[src/tfst_pkg.sv]
`timescale 1ns / 1ps
package tfst_pkg;

	localparam int NUM_TENANTS = 4;
	localparam int TID_W       = 2;
	localparam int CNT_W       = 24;
	localparam int SHARE_W     = 17;
	localparam int ACT_W       = 3;
	localparam int PROD_W      = 40;
	localparam int SFALL_W     = 25;
	localparam int REG_IDX_W   = 3;

	localparam logic [SHARE_W-1:0] SHARE_WHOLE = 17'h10000;
	localparam logic [CNT_W-1:0]   CNT_MAX     = 24'hFFFFFF;

	typedef enum logic [1:0] {
		KIND_ADD    = 2'd0,
		KIND_REMOVE = 2'd1,
		KIND_QUERY  = 2'd2,
		KIND_SCAN   = 2'd3
	} kind_t;

	typedef enum logic [1:0] {
		STS_OK        = 2'd0,
		STS_UNDERFLOW = 2'd1,
		STS_UNKNOWN   = 2'd2,
		STS_SATURATED = 2'd3
	} status_t;

	typedef enum logic [REG_IDX_W-1:0] {
		REG_TOTAL  = 3'd0,
		REG_ACTIVE = 3'd1,
		REG_SHARE0 = 3'd2,
		REG_SHARE1 = 3'd3,
		REG_SHARE2 = 3'd4,
		REG_SHARE3 = 3'd5
	} reg_idx_t;

	typedef struct packed {
		logic             load_in;
		logic             update;
		logic             mul;
		logic             cmp;
		logic             load_out;
		logic [TID_W-1:0] idx;
	} dp_cmd_t;

	typedef struct packed {
		kind_t kind;
	} dp_stat_t;

endpackage

[src/tfst_ctrl.sv]
`timescale 1ns / 1ps
module tfst_ctrl (
	input  logic                              clk,
	input  logic                              arst_n,
	input  logic                              in_valid,
	output logic                              in_ready,
	input  tfst_pkg::kind_t                   in_kind,
	input  logic [tfst_pkg::TID_W-1:0]        in_tenant,
	output logic                              out_valid,
	input  logic                              out_ready,
	output tfst_pkg::dp_cmd_t                 cmd,
	input  tfst_pkg::dp_stat_t                stat
);

	typedef enum logic [4:0] {
		S_IDLE = 5'b00001,
		S_UPD  = 5'b00010,
		S_MUL  = 5'b00100,
		S_CMP  = 5'b01000,
		S_FIN  = 5'b10000
	} state_t;

	state_t                     state_q, state_d;
	logic [tfst_pkg::TID_W-1:0] idx_q, idx_d;
	logic                       out_valid_q;
	logic                       out_free;

	assign out_free  = !out_valid_q || out_ready;
	assign in_ready  = (state_q == S_IDLE);
	assign out_valid = out_valid_q;

	always_comb begin
		state_d      = state_q;
		idx_d        = idx_q;
		cmd          = '0;
		cmd.idx      = idx_q;
		case (state_q)
			S_IDLE: begin
				if (in_valid) begin
					cmd.load_in = 1'b1;
					case (in_kind)
						tfst_pkg::KIND_ADD, tfst_pkg::KIND_REMOVE: begin
							state_d = S_UPD;
						end
						tfst_pkg::KIND_QUERY: begin
							idx_d   = in_tenant;
							state_d = S_MUL;
						end
						default: begin
							idx_d   = '0;
							state_d = S_MUL;
						end
					endcase
				end
			end
			S_UPD: begin
				cmd.update = 1'b1;
				state_d    = S_FIN;
			end
			S_MUL: begin
				cmd.mul = 1'b1;
				state_d = S_CMP;
			end
			S_CMP: begin
				cmd.cmp = 1'b1;
				if (stat.kind == tfst_pkg::KIND_SCAN && idx_q != '1) begin
					idx_d   = idx_q + 1'b1;
					state_d = S_MUL;
				end else begin
					state_d = S_FIN;
				end
			end
			S_FIN: begin
				if (out_free) begin
					cmd.load_out = 1'b1;
					state_d      = S_IDLE;
				end
			end
			default: begin
				state_d = S_IDLE;
			end
		endcase
	end

	always_ff @(posedge clk or negedge arst_n) begin
		if (!arst_n) begin
			state_q     <= S_IDLE;
			idx_q       <= '0;
			out_valid_q <= 1'b0;
		end else begin
			state_q <= state_d;
			idx_q   <= idx_d;
			if (cmd.load_out) begin
				out_valid_q <= 1'b1;
			end else if (out_ready) begin
				out_valid_q <= 1'b0;
			end
		end
	end

endmodule

[src/tfst_dp.sv]
`timescale 1ns / 1ps
module tfst_dp (
	input  logic                                   clk,
	input  logic                                   arst_n,
	input  logic                                   cfg_valid,
	input  logic [tfst_pkg::REG_IDX_W-1:0]         cfg_index,
	input  logic [tfst_pkg::CNT_W-1:0]             cfg_data,
	input  tfst_pkg::kind_t                        in_kind,
	input  logic [tfst_pkg::TID_W-1:0]             in_tenant,
	input  logic [tfst_pkg::CNT_W-1:0]             in_count,
	input  tfst_pkg::dp_cmd_t                      cmd,
	output tfst_pkg::dp_stat_t                     stat,
	output logic [1:0]                             out_status,
	output logic signed [tfst_pkg::SFALL_W-1:0]    out_shortfall,
	output logic                                   out_found,
	output logic [tfst_pkg::TID_W-1:0]             out_best_tenant,
	output logic [tfst_pkg::CNT_W-1:0]             out_best_held,
	output logic [tfst_pkg::CNT_W-1:0]             out_best_excess
);

	localparam int NT = tfst_pkg::NUM_TENANTS;
	localparam int CW = tfst_pkg::CNT_W;

	logic [CW-1:0]                    total_q;
	logic [tfst_pkg::ACT_W-1:0]       active_q;
	logic [tfst_pkg::SHARE_W-1:0]     share_q [NT];
	logic [CW-1:0]                    held_q  [NT];

	tfst_pkg::kind_t                  kind_q;
	logic [tfst_pkg::TID_W-1:0]       tenant_q;
	logic [CW-1:0]                    count_q;
	logic [tfst_pkg::PROD_W-1:0]      prod_s1;

	logic [1:0]                       res_status_q;
	logic signed [tfst_pkg::SFALL_W-1:0] res_shortfall_q;
	logic                             res_found_q;
	logic [tfst_pkg::TID_W-1:0]       res_best_tenant_q;
	logic [CW-1:0]                    res_best_held_q;
	logic [CW-1:0]                    res_best_excess_q;

	logic [1:0]                       out_status_q;
	logic signed [tfst_pkg::SFALL_W-1:0] out_shortfall_q;
	logic                             out_found_q;
	logic [tfst_pkg::TID_W-1:0]       out_best_tenant_q;
	logic [CW-1:0]                    out_best_held_q;
	logic [CW-1:0]                    out_best_excess_q;

	logic [tfst_pkg::SHARE_W-1:0]     share_wr;
	logic [tfst_pkg::TID_W-1:0]       share_sel;
	logic                             share_we;
	logic [CW-1:0]                    held_cur;
	logic [CW:0]                      add_sum;
	logic                             rm_under;
	logic [CW-1:0]                    fair;
	logic [CW-1:0]                    fair_eff;
	logic [CW-1:0]                    held_i;
	logic                             idx_active;
	logic [CW-1:0]                    excess;

	// shares above one whole are stored as one whole
	assign share_wr  = (cfg_data[tfst_pkg::SHARE_W-1:0] > tfst_pkg::SHARE_WHOLE)
		? tfst_pkg::SHARE_WHOLE : cfg_data[tfst_pkg::SHARE_W-1:0];
	assign share_sel = tfst_pkg::TID_W'(cfg_index - tfst_pkg::REG_SHARE0);
	assign share_we  = cfg_valid && cfg_index >= tfst_pkg::REG_SHARE0
		&& cfg_index <= tfst_pkg::REG_SHARE3;

	always_ff @(posedge clk or negedge arst_n) begin
		if (!arst_n) begin
			total_q  <= '0;
			active_q <= tfst_pkg::ACT_W'(NT);
			for (int i = 0; i < NT; i++) begin
				share_q[i] <= '0;
			end
		end else begin
			if (cfg_valid) begin
				case (tfst_pkg::reg_idx_t'(cfg_index))
					tfst_pkg::REG_TOTAL:  total_q  <= cfg_data;
					tfst_pkg::REG_ACTIVE: active_q <= cfg_data[tfst_pkg::ACT_W-1:0];
					default: ;
				endcase
			end
			if (share_we) begin
				share_q[share_sel] <= share_wr;
			end
		end
	end

	assign held_cur = held_q[tenant_q];
	assign add_sum  = {1'b0, held_cur} + {1'b0, count_q};
	assign rm_under = count_q > held_cur;

	always_ff @(posedge clk or negedge arst_n) begin
		if (!arst_n) begin
			for (int i = 0; i < NT; i++) begin
				held_q[i] <= '0;
			end
		end else if (cmd.update) begin
			if (kind_q == tfst_pkg::KIND_ADD) begin
				held_q[tenant_q] <= add_sum[CW] ? tfst_pkg::CNT_MAX : add_sum[CW-1:0];
			end else if (!rm_under) begin
				held_q[tenant_q] <= held_cur - count_q;
			end
		end
	end

	// fair share never exceeds total_blocks, so its top bits are zero
	assign fair       = prod_s1[tfst_pkg::PROD_W-1:16];
	assign held_i     = held_q[cmd.idx];
	assign idx_active = {1'b0, cmd.idx} < active_q;
	assign fair_eff   = idx_active ? fair : '0;
	assign excess     = held_i - fair_eff;

	always_ff @(posedge clk) begin
		if (cmd.load_in) begin
			kind_q            <= in_kind;
			tenant_q          <= in_tenant;
			count_q           <= in_count;
			res_status_q      <= tfst_pkg::STS_OK;
			res_shortfall_q   <= '0;
			res_found_q       <= 1'b0;
			res_best_tenant_q <= '0;
			res_best_held_q   <= '0;
			res_best_excess_q <= '0;
		end
		if (cmd.update) begin
			if (kind_q == tfst_pkg::KIND_ADD) begin
				res_status_q <= add_sum[CW] ? tfst_pkg::STS_SATURATED : tfst_pkg::STS_OK;
			end else begin
				res_status_q <= rm_under ? tfst_pkg::STS_UNDERFLOW : tfst_pkg::STS_OK;
			end
		end
		if (cmd.mul) begin
			prod_s1 <= tfst_pkg::PROD_W'(total_q) * tfst_pkg::PROD_W'(share_q[cmd.idx]);
		end
		if (cmd.cmp) begin
			if (kind_q == tfst_pkg::KIND_QUERY) begin
				if (!idx_active) begin
					res_status_q <= tfst_pkg::STS_UNKNOWN;
				end else begin
					res_shortfall_q <= $signed({1'b0, fair} - {1'b0, held_i});
				end
			end else if (held_i > fair_eff && excess > res_best_excess_q) begin
				res_found_q       <= 1'b1;
				res_best_tenant_q <= cmd.idx;
				res_best_held_q   <= held_i;
				res_best_excess_q <= excess;
			end
		end
		if (cmd.load_out) begin
			out_status_q      <= res_status_q;
			out_shortfall_q   <= res_shortfall_q;
			out_found_q       <= res_found_q;
			out_best_tenant_q <= res_best_tenant_q;
			out_best_held_q   <= res_best_held_q;
			out_best_excess_q <= res_best_excess_q;
		end
	end

	assign stat.kind       = kind_q;
	assign out_status      = out_status_q;
	assign out_shortfall   = out_shortfall_q;
	assign out_found       = out_found_q;
	assign out_best_tenant = out_best_tenant_q;
	assign out_best_held   = out_best_held_q;
	assign out_best_excess = out_best_excess_q;

endmodule

[src/tenant_fair_share_tracker.sv]
`timescale 1ns / 1ps
// an item is taken only in idle, so a new one waits until the last result is handed on;
// add and remove pass update then finish, a shortfall query one multiply/compare pair,
// the max-borrower scan one multiply/compare pair per tenant, four tenants, then finish;
// the single shared 24x17 multiplier has a registered product; finish waits on a stall
// reset: arst_n asynchronous active low; counts and shares clear, active_tenants is 4
module tenant_fair_share_tracker (
	input  logic        clk,
	input  logic        arst_n,
	// input stream
	input  logic        s_tvalid,
	output logic        s_tready,
	input  logic [31:0] s_tdata,   // tenant[1:0], count[25:2], zero pad[31:26]
	input  logic [1:0]  s_tuser,   // kind[1:0]
	// result stream
	output logic        m_tvalid,
	input  logic        m_tready,
	output logic [79:0] m_tdata,   // shortfall[24:0], found[25], best_tenant[27:26],
	                               // best_held[51:28], best_excess[75:52], zero pad[79:76]
	output logic [1:0]  m_tuser,   // status[1:0]
	// register writes, always taken
	input  logic        cfg_valid,
	output logic        cfg_ready,
	input  logic [2:0]  cfg_index,
	input  logic [23:0] cfg_data
);

	tfst_pkg::dp_cmd_t                     cmd;
	tfst_pkg::dp_stat_t                    stat;
	tfst_pkg::kind_t                       in_kind;
	logic [tfst_pkg::TID_W-1:0]            in_tenant;
	logic [tfst_pkg::CNT_W-1:0]            in_count;
	logic [1:0]                            out_status;
	logic signed [tfst_pkg::SFALL_W-1:0]   out_shortfall;
	logic                                  out_found;
	logic [tfst_pkg::TID_W-1:0]            out_best_tenant;
	logic [tfst_pkg::CNT_W-1:0]            out_best_held;
	logic [tfst_pkg::CNT_W-1:0]            out_best_excess;

	// unpack the input beat
	assign in_kind   = tfst_pkg::kind_t'(s_tuser);
	assign in_tenant = s_tdata[1:0];
	assign in_count  = s_tdata[25:2];

	// config registers are plain flops, a write lands in the cycle after it is presented
	assign cfg_ready = 1'b1;

	// sequencer: idle, update, or multiply/compare rounds, then result hand-off
	tfst_ctrl u_ctrl (
		.clk       (clk),
		.arst_n    (arst_n),
		.in_valid  (s_tvalid),
		.in_ready  (s_tready),
		.in_kind   (in_kind),
		.in_tenant (in_tenant),
		.out_valid (m_tvalid),
		.out_ready (m_tready),
		.cmd       (cmd),
		.stat      (stat)
	);

	// counters, config, multiplier, working result and output register
	tfst_dp u_dp (
		.clk             (clk),
		.arst_n          (arst_n),
		.cfg_valid       (cfg_valid),
		.cfg_index       (cfg_index),
		.cfg_data        (cfg_data),
		.in_kind         (in_kind),
		.in_tenant       (in_tenant),
		.in_count        (in_count),
		.cmd             (cmd),
		.stat            (stat),
		.out_status      (out_status),
		.out_shortfall   (out_shortfall),
		.out_found       (out_found),
		.out_best_tenant (out_best_tenant),
		.out_best_held   (out_best_held),
		.out_best_excess (out_best_excess)
	);

	// pack the result beat, lowest field first
	assign m_tdata = {4'b0000, out_best_excess, out_best_held, out_best_tenant,
		out_found, out_shortfall};
	assign m_tuser = out_status;

endmodule

[config.mk]
export PLATFORM = sky130hd
export DESIGN_NAME = tenant_fair_share_tracker
export DESIGN_NICKNAME = d
export VERILOG_FILES = /design/src/tfst_pkg.sv /design/src/tfst_ctrl.sv /design/src/tfst_dp.sv /design/src/tenant_fair_share_tracker.sv
export SDC_FILE = /design/constraint.sdc
export NUM_CORES = 2
export LEC_CHECK = 0
export BUFFER_PORTS_ARGS = -buffer_cell sky130_fd_sc_hd__buf_2
export CAP_MARGIN = 20
export CORE_ASPECT_RATIO = 0.8
export CORE_UTILIZATION = 45
export CTS_BUF_LIST = sky130_fd_sc_hd__clkbuf_4
export DETAILED_ROUTE_END_ITERATION = 16
export GPL_TIMING_DRIVEN = 0
export PLACE_DENSITY_LB_ADDON = 0.15
export SETUP_SLACK_MARGIN = 0.5
export SLEW_MARGIN = 20
export SYNTH_ARGS = -nofsm -noshare
export SYNTH_HDL_FRONTEND = slang
export SYNTH_SLANG_ARGS = --single-unit
export TNS_END_PERCENT = 100
[constraint.sdc]
create_clock -name clk -period 9.9 [get_ports clk]
set_input_delay 1.98 -clock clk [delete_from_list [all_inputs] [get_ports clk]]
set_output_delay 1.98 -clock clk [all_outputs]
set_load 0.005 [all_outputs]
* After elaboration in Yosys (flattened, before gate mapping)
Index checks and enable logic that the tools add are counted. Widths: inputs -> output; s select.
Cells by class: add/sub/neg operators 6, multipliers 1, order comparisons 12, equal/unequal tests 16, multiplexer cells 67, bitwise gates (word level) 3, reduce and logical (&&, ||, !) cells 19
Operator list (count):
- $mux 24 | 15
- $bwmux 96 | 2
- $mux 96 | 2
- $mux 25 | 4
- $bmux 24 s2 | 2
- $gt 24x24->1 | 3
- $bwmux 68 | 1
- $mux 17 | 4
- $demux 24 s2 | 1
- $sub 24x24->24 | 2
- $mul 24x17->40 | 1
- $bmux 17 s2 | 1
- $demux 17 s2 | 1
- $mux 2 | 13
- $add 24x24->25 | 1
- $pmux 5 s5 | 1
- $sub 24x24->25 | 1
- $gt 17x17->1 const B | 1
- $mux 5 | 3
- $mux 1 | 14
- $ge 3x3->1 const B | 3
- $not 2->3 | 3
- $ne 2x2->1 const B | 4
- $pmux 2 s2 | 2
- 25 further kinds | 39
Word-level totals: flip-flop bits (word level) 423, bits of input ports 66, output and inout bits 85, logic and storage cells 153

* Logic depth before layout (Yosys ltp)
depth in word-level cells 11, depth in mapped cells 27, gate-level depth less buffers 26

* Cells and area by module
A second synthesis with hierarchy kept.
Second synthesis, totals: cells, all modules 3405, area total of the unflattened synthesis 33988.8 µm²
Modules (own cells, without submodules):
- tfst_dp | instances 1, cells an instance 3351, area an instance 33474.6 µm², seq. area each 10246.1 µm²
- tfst_ctrl | instances 1, cells an instance 46, area an instance 461.7 µm², seq. area each 201.4 µm²
- tenant_fair_share_tracker | instances 1, cells an instance 8, area an instance 52.6 µm², seq. area each 0.0 µm²

* Worst setup path after synthesis
No wires, ideal clock.
kind flip-flop to flip-flop, from register u_ctrl.idx_q[0] (netlist bit), to register u_dp.prod_s1[38] (netlist bit), data pin, library setup time 0.258 ns, arrival time 7.387 ns, required time 9.642 ns, slack 2.255 ns, stages on the path, launching flop included 24, buffers on the path 3, clock period less this slack 7.645 ns, path through dfrtp_1 clkbuf_1 buf_1 mux4_2 clkbuf_1 nand2_1 fa_1 inv_1 fa_1 fa_1 fa_1 fa_1 fa_1 ha_1 a21o_1 a21o_1 a2111oi_0 nor3_1 a211oi_1 a211oi_1 or2_1 a21o_1 a21oi_1 xnor2_1
Between the ends: longest elaborated chain between the ends 5
Ends and longest elaborated chain:
- start, declared | line tfst_ctrl.sv:24 | logic [tfst_pkg::TID_W-1:0] idx_q, idx_d;
- start signal, assigned | line tfst_ctrl.sv:92 | idx_q <= idx_d;
- $not 2->3 (not written as such) | line tfst_dp.sv:133 | prod_s1 <= tfst_pkg::PROD_W'(total_q) * tfst_pkg::PROD_W'(share_q[cmd.idx]);
- $bmux 17 s2 | line tfst_dp.sv:133
- $mux 17 (not written as such) (2 in series) | line tfst_dp.sv:133
- $mul 24x17->40 | line tfst_dp.sv:133
- end signal, assigned | line tfst_dp.sv:133
- end, declared | line tfst_dp.sv:32 | logic [tfst_pkg::PROD_W-1:0] prod_s1;
Every way passes these cells. The select of a mux whose other input is x is not followed. A chain may end at the register's enable or synchronous reset.

* Final worst setup path
Ends and elaborated chain as after synthesis.

==> impl_metrics.py <==
metrics = {
    "critical_path": {
        "crit_family": "adder cells",
        "worst_r2r_path_depth": 24,
        "r2r-start": "u_ctrl.idx_q[0]",
        "crit_path_end_kind": "flip-flop",
        "arrival_ns": 9.53,
        "crit_path_max_fanout": 10,
        "cp-start-kind": "flip-flop",
        "slowest_stage": "mux4_2",
        "crit_chain": "clkbuf_2, buf_2, mux4_2, clkbuf_1, and2_1, fa_1, inv_1, fa_1, inv_1, fa_1, fa_1, fa_1, fa_1, ha_1, a21o_1, a21o_1, a2111oi_1, nor3_1, a211oi_2, a211oi_1, or2_1, a21o_1, a21oi_1, xnor2_1",
        "crit_top_cell": "fa_1",
        "cpPeakStageDelay_ns": 0.71,
        "r2r_end": "u_dp.prod_s1[38]",
        "critical_path_class": "flip-flop to flip-flop",
        "required_ns": 10.56,
        "ff2ff_setup_slack_ns": 1.03,
        "cp.buffers_inverters": 5,
    },
    "detailed_routing": {
        "drc_errors": 0,
        "drtIter0Drc": 1869,
        "drt_pre_antenna_iters": 5,
        "wl_per_cell_um": 20.6,
        "vias_per_cell": 5.40,
        "wl_um": 95100,
        "ant_nets": 0,
        "num_vias": 25001,
    },
    "grt": {
        "antenna_found_initial": 4,
        "grt_max_degree": 92,
        "grt.overflow.total": 0,
        "grt_pass1_wl_um": 148000,
        "grt_pass1_vias": 24829,
        "grtUsageTotal": 0.258,
    },
    "synthesis": {
        "synth_edf_count": 130,
        "netlist_area_um2": 33700,
        "synthDistinctLibCells": 99,
        "yosys_warnings": 0,
        "yosysSeqAreaShare": 0.310,
        "synth_area_per_cell_um2": 10.2,
        "syn-instance-count": 3304,
        "synth.ff_latch_count": 407,
        "ys.flop_type": "dfrtp_1",
        "synthArstFlopShare": 0.489,
    },
    "clock_tree": {
        "clock_sinks": 407,
        "hold_buffers": 0,
        "cts_tree": "built",
        "clockBufferDepth": 3,
        "clkTransAtPathRegs_ns": 0.07,
        "htree_levels": 3,
        "cts_root_buf": "clkbuf_4",
        "cts_setup_buffers": 0,
        "clkLatencyLatePin_ns": 0.91,
        "numCtsBuffers": 100,
    },
    "layout": {
        "ff_latch_area_um2": 10400,
        "multi_input_area_um2": 20700,
        "drive_gt1_frac": 0.160,
        "syn_to_final_growth_pct": 10.1,
        "nFillCells": 7065,
        "num-nets-final": 4184,
    },
    "die": {
        "start_util": 0.456,
        "rows": 89,
        "fp.dieH_um": 247,
        "io_pins": 151,
        "die_x_um": 308,
        "core_um2": 73900,
        "dieArea_um2": 76100,
    },
    "timing": {
        "worstMarginPinSlew_ns": 1.03,
        "fin_crit_ns": 8.87,
        "setup_viol": 0,
        "skew_ns": 0.0964,
        "maxSlewHeadroom": 0.308,
        "finalCritPeriodShare": 0.896,
        "max_freq_mhz": 113,
        "maxSlewViolCount": 0,
        "hold_viol": 0,
        "final.setup.tns_ns": 0,
        "rsz0062_at_grt": "false",
    },
    "min_path": {
        "worstHoldPathCells": 0,
        "min_delay_worst_endpoint": "u_dp.out_best_held[0]",
        "hold_start": "u_dp.res_best_held_q[0]",
        "hp-class": "flip-flop to flip-flop",
    },
    "status": {
        "status": "finished clean",
    },
    "place": {
        "place.gp.congestion": 0.936,
        "dp_hpwl_um": 74600,
        "portBuffers": 139,
    },
    "run": {
        "max_cap_violations": 0,
    },
}
==> cells in the final DEF, fill, tap and decap left out, drive strengths merged, types with 23 or more instances in the layout <==
master    n
dfxtp    78
nor3     35
ha      231
fa      330
nand3    90
nor2b    23
xnor2    39
a21oi    87
nand2   418
mux2    136
xor2     25
a211oi   24
dfrtp   197
edfxtp  130
a21o     42
mux4     65
buf     195
and2    162
nor2     99
clkbuf  265
inv     523
o21ai   180
==> repair_timing <==
item	in CTS	in global routing
endpoints found under the setup margin	8	6
gates cloned	0	0
hold endpoints to repair	0	0
resized for setup	6	19
==> per-layer routing <==
layer / wire, um / share of wire / up-vias / GRT usage
met5: 0 / 0 / - / 0
met4: 1950 / 0.020 / 0 / 0.0692
met3: 8590 / 0.090 / 139 / 0.0639
met2: 39200 / 0.41 / 937 / 0.360
met1: 45400 / 0.48 / 12454 / 0.395
li1: - / - / 11471 / -
==> Yosys cell counts, types with 10 or more instances <==
cell	number	share of area
nor2b_1	23	0.0043
and2_1	162	0.030
edfxtp_1	130	0.12
nor3_1	32	0.0047
a21oi_1	86	0.013
a21o_1	42	0.0093
clkbuf_1	112	0.012
a221o_1	11	0.0033
o22ai_1	11	0.0020
dfxtp_1	78	0.046
nand2b_1	17	0.0032
xnor2_1	39	0.010
nor3b_1	11	0.0024
buf_4	11	0.0024
mux2_2	106	0.035
ha_1	231	0.086
a211oi_1	21	0.0047
dfrtp_1	197	0.15
mux2_4	20	0.0089
o21bai_1	15	0.0033
nand3_1	90	0.013
buf_2	15	0.0022
o21ai_0	174	0.026
nor2_1	98	0.011
fa_1	330	0.20
a31oi_1	11	0.0020
mux2_1	10	0.0033
inv_1	518	0.058
mux4_2	65	0.043
nand2_1	417	0.046
buf_1	18	0.0020
nand4_1	16	0.0030
o21a_1	21	0.0047
o31ai_1	13	0.0029
xor2_1	25	0.0065
==> metrics by stage <==
stage	utilization	setup slack, ns	std cells	hold WS (ns)	cell area (um^2)
global placement	0.483	-0.796	4447	0.416	35700
global route	0.502	0.502	4628	0.440	37100
detailed placement	0.485	-0.298	4456	0.413	35900
finish	0.502	1.03	4628	0.431	37100
CTS	0.502	0.523	4625	0.433	37100
floorplan	-	2.26	3307	0.408	33700
==> worst register-to-register path, cell delays in order, from the launching register on <==
cell and delay (ns):
dfrtp_1 0.46, clkbuf_2 0.38, buf_2 0.45, mux4_2 0.71, clkbuf_1 0.36, and2_1 0.29, fa_1 0.47, inv_1 0.05
fa_1 0.54, inv_1 0.06, fa_1 0.49, fa_1 0.43, fa_1 0.54, fa_1 0.42, ha_1 0.35, a21o_1 0.20
a21o_1 0.21, a2111oi_1 0.64, nor3_1 0.16, a211oi_2 0.42, a211oi_1 0.22, or2_1 0.28, a21o_1 0.21, a21oi_1 0.18
xnor2_1 0.08
==> cells by family after synthesis <==
family          share of synthesized area
fa+ha+maj                           0.282
other cells                      0.000223
xor+xnor                           0.0166
buf+inv                            0.0788
mux                                0.0925
flops                               0.310
simple gates                        0.129
compound gates                     0.0920
==> registers in the layout, indices dropped and copies added, names as in the netlist, 2 cells and up <==
name                    count
u_dp.held_q                96
u_dp.share_q               68
u_dp.out_shortfall         25
u_dp.res_shortfall_q       25
u_dp.count_q               24
u_dp.out_best_excess       24
u_dp.out_best_held         24
u_dp.prod_s1               24
u_dp.res_best_excess_q     24
u_dp.res_best_held_q       24
u_dp.total_q               24
u_ctrl.state_q              5
u_dp.active_q               3
u_ctrl.idx_q                2
u_dp.out_best_tenant        2
u_dp.out_status             2
u_dp.res_best_tenant_q      2
u_dp.res_status_q           2
u_dp.stat                   2
u_dp.tenant_q               2
==> area by class of cell <==
type                            count  share of cell area
Clock buffer                      153              0.0309
Multi-Input combinational cell   2221               0.556
Tap cell                         1001              0.0337
Antenna cell                        3            0.000202
Sequential cell                   407               0.281
Clock inverter                     16             0.00222
Buffer                            160              0.0197
Timing Repair Buffer              148              0.0232
Inverter                          519              0.0524
==> worst max-delay path by stage <==
stage / slack, ns / endpoint / cells after the start / startpoint
floorplan: 2.26 / u_dp.prod_s1[38] / 23 / u_ctrl.idx_q[0]
global placement: -0.80 / u_dp.prod_s1[38] / 25 / u_ctrl.idx_q[0]
detailed placement: -0.30 / u_dp.prod_s1[38] / 25 / u_ctrl.idx_q[0]
CTS: 0.52 / u_dp.prod_s1[38] / 25 / u_ctrl.idx_q[0]
global route: 0.50 / u_dp.prod_s1[38] / 25 / u_ctrl.idx_q[0]
finish: 1.03 / u_dp.prod_s1[38] / 24 / u_ctrl.idx_q[0]
Power is left out: the tool's default activity adds up to more than one toggle a clock period on the data nets, which glitch-free logic cannot reach.
